[src/sv/ffca_pkg.sv]
// Shared types and codes for the floor-control arbiter.
// Used by ffca_entry_eval and fifo_floor_control_arbiter; depends on nothing.
package ffca_pkg;

    // Client slots; the 3-bit slot fields address exactly this many
    localparam int NUM_SLOTS = 8;

    typedef enum logic [1:0] {
        CMD_JOIN  = 2'd0,
        CMD_REQ   = 2'd1,
        CMD_REL   = 2'd2,
        CMD_LEAVE = 2'd3
    } t_cmd;

    typedef enum logic [2:0] {
        ST_DONE    = 3'd0,
        ST_IGNORED = 3'd1,
        ST_OWNER   = 3'd2,
        ST_QUEUED  = 3'd3,
        ST_NO_SLOT = 3'd4
    } t_status;

    // What a walk over the wait queue is for
    typedef enum logic [1:0] {
        PM_DUP   = 2'd0,
        PM_POP   = 2'd1,
        PM_LEAVE = 2'd2
    } t_scan_mode;

    typedef struct packed {
        logic match;
        logic active;
        logic keep;
    } t_eval;

endpackage

[src/sv/ffca_entry_eval.sv]
// Shared compare unit: judges one wait-queue entry against the current command.
// Depends on ffca_pkg.
module ffca_entry_eval (
    input  ffca_pkg::t_scan_mode i_mode,
    input  logic [2:0]           i_entry,
    input  logic [2:0]           i_client,
    input  logic [7:0]           i_mask8,
    input  logic                 i_first,
    output ffca_pkg::t_eval      o_eval
);
    import ffca_pkg::*;

    always_comb begin
        o_eval.match  = (i_entry == i_client);
        o_eval.active = i_mask8[i_entry];
        case (i_mode)
            PM_POP:   o_eval.keep = !i_first;
            PM_LEAVE: o_eval.keep = !o_eval.match && o_eval.active;
            default:  o_eval.keep = 1'b0;
        endcase
    end

endmodule

[src/sv/fifo_floor_control_arbiter.sv]
// Floor-control arbiter: one owner among NUM_SLOTS client slots, with an ordered wait queue.
// Depends on ffca_pkg and ffca_entry_eval.
//
// One command is taken at a time; o_stall stays high until its result is registered. A join
// walks the slot mask one slot a cycle until it finds a free slot or passes the last one.
// A request that must queue, a release with a non-empty queue and a leave walk the wait queue
// through its single read port, one entry a cycle; each entry is read through a register before it
// is judged, and a closing step follows. An owner leave that finds no usable queue head then walks
// the slot mask for the lowest active slot. Commands that end at once go straight to the closing
// state. The next command is accepted while the previous result still waits on i_stall.
module fifo_floor_control_arbiter (
    input  logic       i_clk,
    input  logic       i_rst_n,
    input  logic       i_valid,
    output logic       o_stall,
    input  logic [1:0] i_command,
    input  logic [2:0] i_client,
    output logic       o_valid,
    input  logic       i_stall,
    output logic [2:0] o_status,
    output logic [2:0] o_slot,
    output logic       o_has_owner,
    output logic [2:0] o_owner,
    output logic [3:0] o_queue_position,
    output logic [3:0] o_queue_length
);
    import ffca_pkg::*;

    localparam int SW   = $clog2(NUM_SLOTS);
    localparam int CNTW = $clog2(NUM_SLOTS + 1);
    localparam int MW   = (NUM_SLOTS > 8) ? NUM_SLOTS : 8;
    localparam int OW   = (SW > 3) ? SW : 3;

    typedef enum logic [5:0] {
        S_IDLE = 6'b000001,
        S_JOIN = 6'b000010,
        S_SCAN = 6'b000100,
        S_OWN  = 6'b001000,
        S_FIN  = 6'b010000,
        S_SPARE = 6'b100000
    } t_state;

    t_state            r_state, n_state;
    t_cmd              r_cmd, n_cmd;
    logic [2:0]        r_cli, n_cli;
    logic [NUM_SLOTS-1:0] r_active, n_active;
    logic              r_own_vld, n_own_vld;
    logic [SW-1:0]     r_owner, n_owner;
    logic [CNTW-1:0]   r_count, n_count;
    logic [CNTW-1:0]   r_idx, n_idx;
    logic [CNTW-1:0]   r_wi, n_wi;
    logic              r_pv, n_pv;
    logic              r_pfirst, n_pfirst;
    logic              r_dup, n_dup;
    logic [2:0]        r_head, n_head;
    t_scan_mode        r_mode, n_mode;
    t_status           r_status, n_status;
    logic [2:0]        r_slot, n_slot;
    logic [CNTW-1:0]   r_qpos, n_qpos;

    logic [2:0]        r_wait_mem [NUM_SLOTS];
    logic [2:0]        r_rd_data;
    logic              w_we;
    logic [SW-1:0]     w_waddr;
    logic [2:0]        w_wdata;

    logic [MW-1:0]     w_mask_ext;
    logic [7:0]        w_mask8;
    logic              w_cli_act;
    logic              w_own_is_cli;
    logic              w_own_is_rcli;
    logic              w_load;
    t_eval             w_eval;

    logic              r_out_vld;
    t_status           r_o_status;
    logic [2:0]        r_o_slot;
    logic              r_o_has_owner;
    logic [2:0]        r_o_owner;
    logic [3:0]        r_o_qpos;
    logic [3:0]        r_o_qlen;

    assign w_mask_ext    = MW'(r_active);
    assign w_mask8       = w_mask_ext[7:0];
    assign w_cli_act     = w_mask8[i_client];
    assign w_own_is_cli  = r_own_vld && (OW'(r_owner) == OW'(i_client));
    assign w_own_is_rcli = r_own_vld && (OW'(r_owner) == OW'(r_cli));

    ffca_entry_eval u_eval (
        .i_mode   (r_mode),
        .i_entry  (r_rd_data),
        .i_client (r_cli),
        .i_mask8  (w_mask8),
        .i_first  (r_pfirst),
        .o_eval   (w_eval)
    );

    assign o_stall = (r_state != S_IDLE);
    assign w_load  = (r_state == S_FIN) && (!r_out_vld || !i_stall);

    always_comb begin
        n_state   = r_state;
        n_cmd     = r_cmd;
        n_cli     = r_cli;
        n_active  = r_active;
        n_own_vld = r_own_vld;
        n_owner   = r_owner;
        n_count   = r_count;
        n_idx     = r_idx;
        n_wi      = r_wi;
        n_pv      = 1'b0;
        n_pfirst  = 1'b0;
        n_dup     = r_dup;
        n_head    = r_head;
        n_mode    = r_mode;
        n_status  = r_status;
        n_slot    = r_slot;
        n_qpos    = r_qpos;
        w_we      = 1'b0;
        w_waddr   = r_count[SW-1:0];
        w_wdata   = r_cli;

        unique case (r_state)
            S_IDLE: begin
                if (i_valid) begin
                    n_cmd    = t_cmd'(i_command);
                    n_cli    = i_client;
                    n_status = ST_DONE;
                    n_slot   = i_client;
                    n_qpos   = '0;
                    n_idx    = '0;
                    n_wi     = '0;
                    n_dup    = 1'b0;
                    n_state  = S_FIN;
                    if (t_cmd'(i_command) == CMD_JOIN) begin
                        n_slot   = '0;
                        n_status = ST_NO_SLOT;
                        n_state  = S_JOIN;
                    end else if (!w_cli_act) begin
                        n_status = ST_IGNORED;
                    end else begin
                        case (t_cmd'(i_command))
                            CMD_REQ: begin
                                if (w_own_is_cli) begin
                                    n_status = ST_OWNER;
                                end else if (!r_own_vld) begin
                                    n_own_vld = 1'b1;
                                    n_owner   = SW'(i_client);
                                end else begin
                                    n_mode  = PM_DUP;
                                    n_state = S_SCAN;
                                end
                            end
                            CMD_REL: begin
                                if (!w_own_is_cli) begin
                                    n_status = ST_IGNORED;
                                end else begin
                                    n_own_vld = 1'b0;
                                    n_owner   = '0;
                                    if (r_count != '0) begin
                                        n_mode  = PM_POP;
                                        n_state = S_SCAN;
                                    end
                                end
                            end
                            default: begin
                                n_active = r_active & ~(NUM_SLOTS'(1) << i_client);
                                if (w_own_is_cli) begin
                                    n_own_vld = 1'b0;
                                    n_owner   = '0;
                                    if (r_count != '0) begin
                                        n_mode  = PM_POP;
                                        n_state = S_SCAN;
                                    end else begin
                                        n_state = S_OWN;
                                    end
                                end else begin
                                    n_mode  = PM_LEAVE;
                                    n_state = S_SCAN;
                                end
                            end
                        endcase
                    end
                end
            end
            S_JOIN: begin
                if (r_idx == CNTW'(NUM_SLOTS)) begin
                    n_state = S_FIN;
                end else if (!r_active[r_idx[SW-1:0]]) begin
                    n_active[r_idx[SW-1:0]] = 1'b1;
                    if (!r_own_vld) begin
                        n_own_vld = 1'b1;
                        n_owner   = r_idx[SW-1:0];
                    end
                    n_status = ST_DONE;
                    n_slot   = 3'(r_idx);
                    n_state  = S_FIN;
                end else begin
                    n_idx = r_idx + 1'b1;
                end
            end
            S_OWN: begin
                if (r_idx == CNTW'(NUM_SLOTS)) begin
                    n_state = S_FIN;
                end else if (r_active[r_idx[SW-1:0]]) begin
                    n_own_vld = 1'b1;
                    n_owner   = r_idx[SW-1:0];
                    n_state   = S_FIN;
                end else begin
                    n_idx = r_idx + 1'b1;
                end
            end
            S_SCAN: begin
                // issue the next read while the previous beat of data is judged
                if (r_idx < r_count) begin
                    n_idx    = r_idx + 1'b1;
                    n_pv     = 1'b1;
                    n_pfirst = (r_idx == '0);
                end
                if (r_pv) begin
                    if (r_mode == PM_DUP) begin
                        if (w_eval.match) n_dup = 1'b1;
                    end else begin
                        if (r_pfirst) n_head = r_rd_data;
                        if (w_eval.keep) begin
                            w_we    = 1'b1;
                            w_waddr = r_wi[SW-1:0];
                            w_wdata = r_rd_data;
                            n_wi    = r_wi + 1'b1;
                        end
                    end
                end else if (r_idx == r_count) begin
                    n_state = S_FIN;
                    n_idx   = '0;
                    case (r_mode)
                        PM_DUP: begin
                            if (r_dup) begin
                                n_status = ST_QUEUED;
                            end else if (r_count >= CNTW'(NUM_SLOTS)) begin
                                n_status = ST_IGNORED;
                            end else begin
                                w_we    = 1'b1;
                                w_waddr = r_count[SW-1:0];
                                w_wdata = r_cli;
                                n_count = r_count + 1'b1;
                                n_qpos  = r_count + 1'b1;
                            end
                        end
                        PM_POP: begin
                            n_count = r_wi;
                            if (w_mask8[r_head]) begin
                                n_own_vld = 1'b1;
                                n_owner   = SW'(r_head);
                            end else if (r_cmd == CMD_LEAVE) begin
                                // fall back to the lowest active slot
                                n_state = S_OWN;
                            end
                        end
                        default: begin
                            n_count = r_wi;
                        end
                    endcase
                end
            end
            S_FIN: begin
                if (w_load) n_state = S_IDLE;
            end
            default: begin
                n_state = S_IDLE;
            end
        endcase
    end

    always_ff @(posedge i_clk) begin
        if (!i_rst_n) begin
            r_state   <= S_IDLE;
            r_active  <= '0;
            r_own_vld <= 1'b0;
            r_owner   <= '0;
            r_count   <= '0;
            r_pv      <= 1'b0;
            r_pfirst  <= 1'b0;
        end else begin
            r_state   <= n_state;
            r_active  <= n_active;
            r_own_vld <= n_own_vld;
            r_owner   <= n_owner;
            r_count   <= n_count;
            r_pv      <= n_pv;
            r_pfirst  <= n_pfirst;
        end
    end

    always_ff @(posedge i_clk) begin
        r_cmd    <= n_cmd;
        r_cli    <= n_cli;
        r_idx    <= n_idx;
        r_wi     <= n_wi;
        r_dup    <= n_dup;
        r_head   <= n_head;
        r_mode   <= n_mode;
        r_status <= n_status;
        r_slot   <= n_slot;
        r_qpos   <= n_qpos;
    end

    // Wait queue: one write and one registered read a cycle
    always_ff @(posedge i_clk) begin
        if (w_we) r_wait_mem[w_waddr] <= w_wdata;
        r_rd_data <= r_wait_mem[r_idx[SW-1:0]];
    end

    always_ff @(posedge i_clk) begin
        if (!i_rst_n) begin
            r_out_vld <= 1'b0;
        end else if (w_load) begin
            r_out_vld <= 1'b1;
        end else if (!i_stall) begin
            r_out_vld <= 1'b0;
        end
    end

    always_ff @(posedge i_clk) begin
        if (w_load) begin
            r_o_status    <= r_status;
            r_o_slot      <= r_slot;
            r_o_has_owner <= r_own_vld;
            r_o_owner     <= r_own_vld ? 3'(r_owner) : 3'd0;
            r_o_qpos      <= 4'(r_qpos);
            r_o_qlen      <= 4'(r_count);
        end
    end

    assign o_valid          = r_out_vld;
    assign o_status         = r_o_status;
    assign o_slot           = r_o_slot;
    assign o_has_owner      = r_o_has_owner;
    assign o_owner          = r_o_owner;
    assign o_queue_position = r_o_qpos;
    assign o_queue_length   = r_o_qlen;

endmodule
[config.mk]
export PLATFORM = sky130hd
export DESIGN_NAME = fifo_floor_control_arbiter
export DESIGN_NICKNAME = d
export VERILOG_FILES = /design/src/sv/ffca_pkg.sv /design/src/sv/ffca_entry_eval.sv /design/src/sv/fifo_floor_control_arbiter.sv
export SDC_FILE = /design/constraint.sdc
export NUM_CORES = 1
export LEC_CHECK = 0
export BUFFER_PORTS_ARGS = -buffer_cell sky130_fd_sc_hd__buf_2
export CAP_MARGIN = 5
export CORE_MARGIN = 5
export CORE_UTILIZATION = 61
export CTS_CLUSTER_SIZE = 10
export DETAILED_ROUTE_END_ITERATION = 16
export PLACE_DENSITY_LB_ADDON = 0.05
export SLEW_MARGIN = 20
export SYNTH_ARGS = -nofsm -noshare
export SYNTH_HDL_FRONTEND = slang
export SYNTH_SLANG_ARGS = --single-unit
[constraint.sdc]
create_clock -name i_clk -period 3.3 [get_ports i_clk]
set_input_delay 0.66 -clock i_clk [delete_from_list [all_inputs] [get_ports i_clk]]
set_output_delay 0.66 -clock i_clk [all_outputs]
set_load 0.01 [all_outputs]
==> results.json <==
{
  "synth-seq-area-share": 0.507,
  "synth_xor_area_frac": 0.0199,
  "cts_sinks": 98,
  "path_clk_slew_ns": 0.09,
  "arrival_ns": 2.68,
  "core_area_um2": 8550,
  "synth_area_um2": 5270,
  "cts_buffer_depth": 2,
  "clk_latency_ns": 0.36,
  "max_clock_freq_ghz": 0.380,
  "dr_total_vias": 3903,
  "holdBufCountCts": 0,
  "muxShareOfSynthArea": 0.0788,
  "relSlewSlack": 0.310,
  "worstSetupPathType": "reg -> reg",
  "num_io_pins": 29,
  "cp_top_family": "multiplexers",
  "grt_pass1_vias": 3673,
  "dp.cells": 590,
  "die_height_um": 103,
  "syn_inst": 472,
  "wl_per_cell_um": 20.2,
  "vias_per_cell": 6.44,
  "avgSynthCellArea_um2": 11.2,
  "ys_warn_count": 0,
  "numPortBuffers": 28,
  "start_util": 0.616,
  "tightest_slew_ns": 1.04,
  "rsz0062_at_grt": "false",
  "power_per_cell_area_nw_per_um2": 688,
  "h-tree-depth": 3,
  "die_w_um": 103,
  "dp_hpwl_um": 8920,
  "worstPathRequired_ns": 3.35,
  "final_cells": 606,
  "drcViolationCount": 0,
  "antenna_found_initial": 0,
  "clock-root-buffer": "clkbuf_8",
  "ctsResizeCount": 0,
  "drv_slew": 0,
  "crit_chain": "mux4_1 > mux2_2 > a32o_1 > nand3_4 > mux2_4 > nor2_1",
  "grt_use_total": 0.243,
  "syn_nets": 496,
  "cts_buffers": 9,
  "crit_path_top_delay_cell": "mux4_1",
  "cts_tree": "built",
  "synth_edf_count": 71,
  "dr.pass1.iters": 5,
  "grt_pass1_wl_um": 19400,
  "fin_total_pwr_mw": 3.89,
  "cp_max_fo": 10,
  "synth_seq_cells": 98,
  "gp_congestion": 0.881,
  "cp_num_buf_inv": 0,
  "yosys.area_share.simple": 0.164,
  "drive_gt1_frac": 0.181,
  "fin_nets": 517,
  "cap_violations": 0,
  "detail-route-antenna-nets": 0,
  "rows": 34,
  "hold_ws_ns": 0.428,
  "synth_compound_area_frac": 0.152,
  "layout_min_cycle_time_ns": 2.63,
  "synth_fa_ha_area_frac": 0.0356,
  "vdd_drop_max_v": 0.000420,
  "hold_violations": 0,
  "worstHoldPathType": "reg -> reg",
  "syn2layout_area_growth_pct": 7.29,
  "post-route-period-util": 0.797,
  "n_antenna_cell": 0,
  "outcome": "finished, final reports clean",
  "synth.distinct_cells": 81,
  "async_reset_ff_frac": 0,
  "synth_top_family_by_area": "simple AND/OR/NAND/NOR gates",
  "endpoint_kind": "flip-flop",
  "setup_tns_ns": 0,
  "cts_post_setup_buffers_inserted": 0,
  "grt.overflow.total": 0,
  "p_leak_nw": 2.04,
  "ys_dominant_reg_cell": "edfxtp_1",
  "critPathMaxStageDelay_ns": 0.57,
  "first_iter_violations": 249,
  "worst_setup_path_start_kind": "flip-flop",
  "finalClockSkew_ns": 0.0119,
  "totalWireLength_um": 12200,
  "setup_viol_count_final": 0,
  "grt_max_degree": 25,
  "die_area_um2": 10600
}
==> power breakdown <==
group	switching (mW)	total (mW)	internal [mW]
Combinational	0.878	1.41	0.532
Clock	0.438	0.718	0.280
Sequential	0.162	1.76	1.60
==> area by class of cell <==
class	count	area [um2]
Clock inverter	7	52.6
Sequential cell	98	2670
Inverter	24	90.1
Multi-Input combinational cell	324	2380
Clock buffer	9	124
Timing Repair Buffer	36	200
Fill cell	669	2900
Tap cell	108	135
==> kinds of logic after synthesis <==
group,after synthesis
AND/OR/NAND/NOR,162
buffers and inverters,50
multiplexers,32
flip-flops,98
adder cells (fa/ha/maj),15
AO/OA/AOI/OAI,103
XOR/XNOR,12
==> per-layer routing <==
metal,GRT usage,up-vias,share of wire
met5,0,-,0
met1,0.344,1895,0.44
met4,0.0767,0,0.024
met3,0.0568,26,0.074
li1,-,1817,-
met2,0.371,165,0.47
==> worst register-to-register path: stages (launching register included) <==
cell and delay [ns]:
dfxtp_1 0.44, mux4_1 0.57, mux2_2 0.29, a32o_1 0.28
nand3_4 0.18, mux2_4 0.34, nor2_1 0.23
==> metrics by stage <==
step,area [um2],util,worst slack [ns]
after global placement,5480,0.640,0.739
after detailed placement,5480,0.640,0.656
final,5650,0.661,0.672
after global routing,5650,0.661,0.538
after floorplan,5270,-,0.862
after CTS,5650,0.661,0.671
==> path summary, 6_finish.rpt <==
| check | from | slack (ns) | cells after the start | endpoint |
|---|---|---|---|---|
| min reg2reg | r_slot[0]$_DFFE_PP_ | 0.43 | 0 | o_slot[0]$_DFFE_PP_ |
| max | r_rd_data[0]$_DFF_P_ | 0.67 | 6 | r_wait_mem[6][1]$_DFFE_PP_ |
| max reg2reg | r_rd_data[0]$_DFF_P_ | 0.67 | 6 | r_wait_mem[6][1]$_DFFE_PP_ |
| min | r_slot[0]$_DFFE_PP_ | 0.43 | 0 | o_slot[0]$_DFFE_PP_ |
==> flip-flops by register name, summed over array words and instances, names as in the netlist, 2 cells and up <==
name and flops:
r_active 8, r_owner 3, o_owner 3, r_cli 3, r_qpos 4, r_state 5
o_queue_position 4, r_status 3, r_idx 4, o_queue_length 4, r_head 3, r_slot 3
r_mode 2, r_wait_mem 24, o_slot 3, r_wi 4, r_rd_data 3, r_count 4
r_cmd 2, o_status 3
==> Yosys cell counts, types with 4 or more instances <==
library cell  number  area [um2]
inv_1             22        82.6
buf_2             11        55.1
edfxtp_1          71        2130
o221ai_1           4        35.0
and2_1             5        31.3
and3_1             7        43.8
ha_1              15         188
nand2_1           35         131
mux4_2             4        90.1
or3_1              6        37.5
nor2_1            41         154
clkbuf_1           7        26.3
nor3_1             8        40.0
a211oi_2           4        50.1
nand2b_1           6        37.5
o41ai_1            4        35.0
dfxtp_1           27         541
nor2b_1            7        43.8
a211oi_1           5        37.5
xnor2_1           11        96.3
o31ai_1            8        60.1
nand4_1            5        31.3
mux2i_1           19         190
mux2_2             6        67.6
o22ai_1            4        25.0
a21oi_1           19        95.1
nor3b_1            4        30.0
o21ai_0           15        75.1
nand3_1           15        75.1
==> cell usage in the layout, fill, tap and decap left out, types with 9 or more instances in the layout <==
cell       n
buf_2     28
mux2i_1   19
dfxtp_1   27
xnor2_1   11
clkbuf_8   9
nand2_1   35
nand3_1   15
inv_1     22
edfxtp_1  71
ha_1      15
a21oi_1   18
nor2_1    41
o21ai_0   15
No activity file was read; power rests on OpenSTA's default activity.
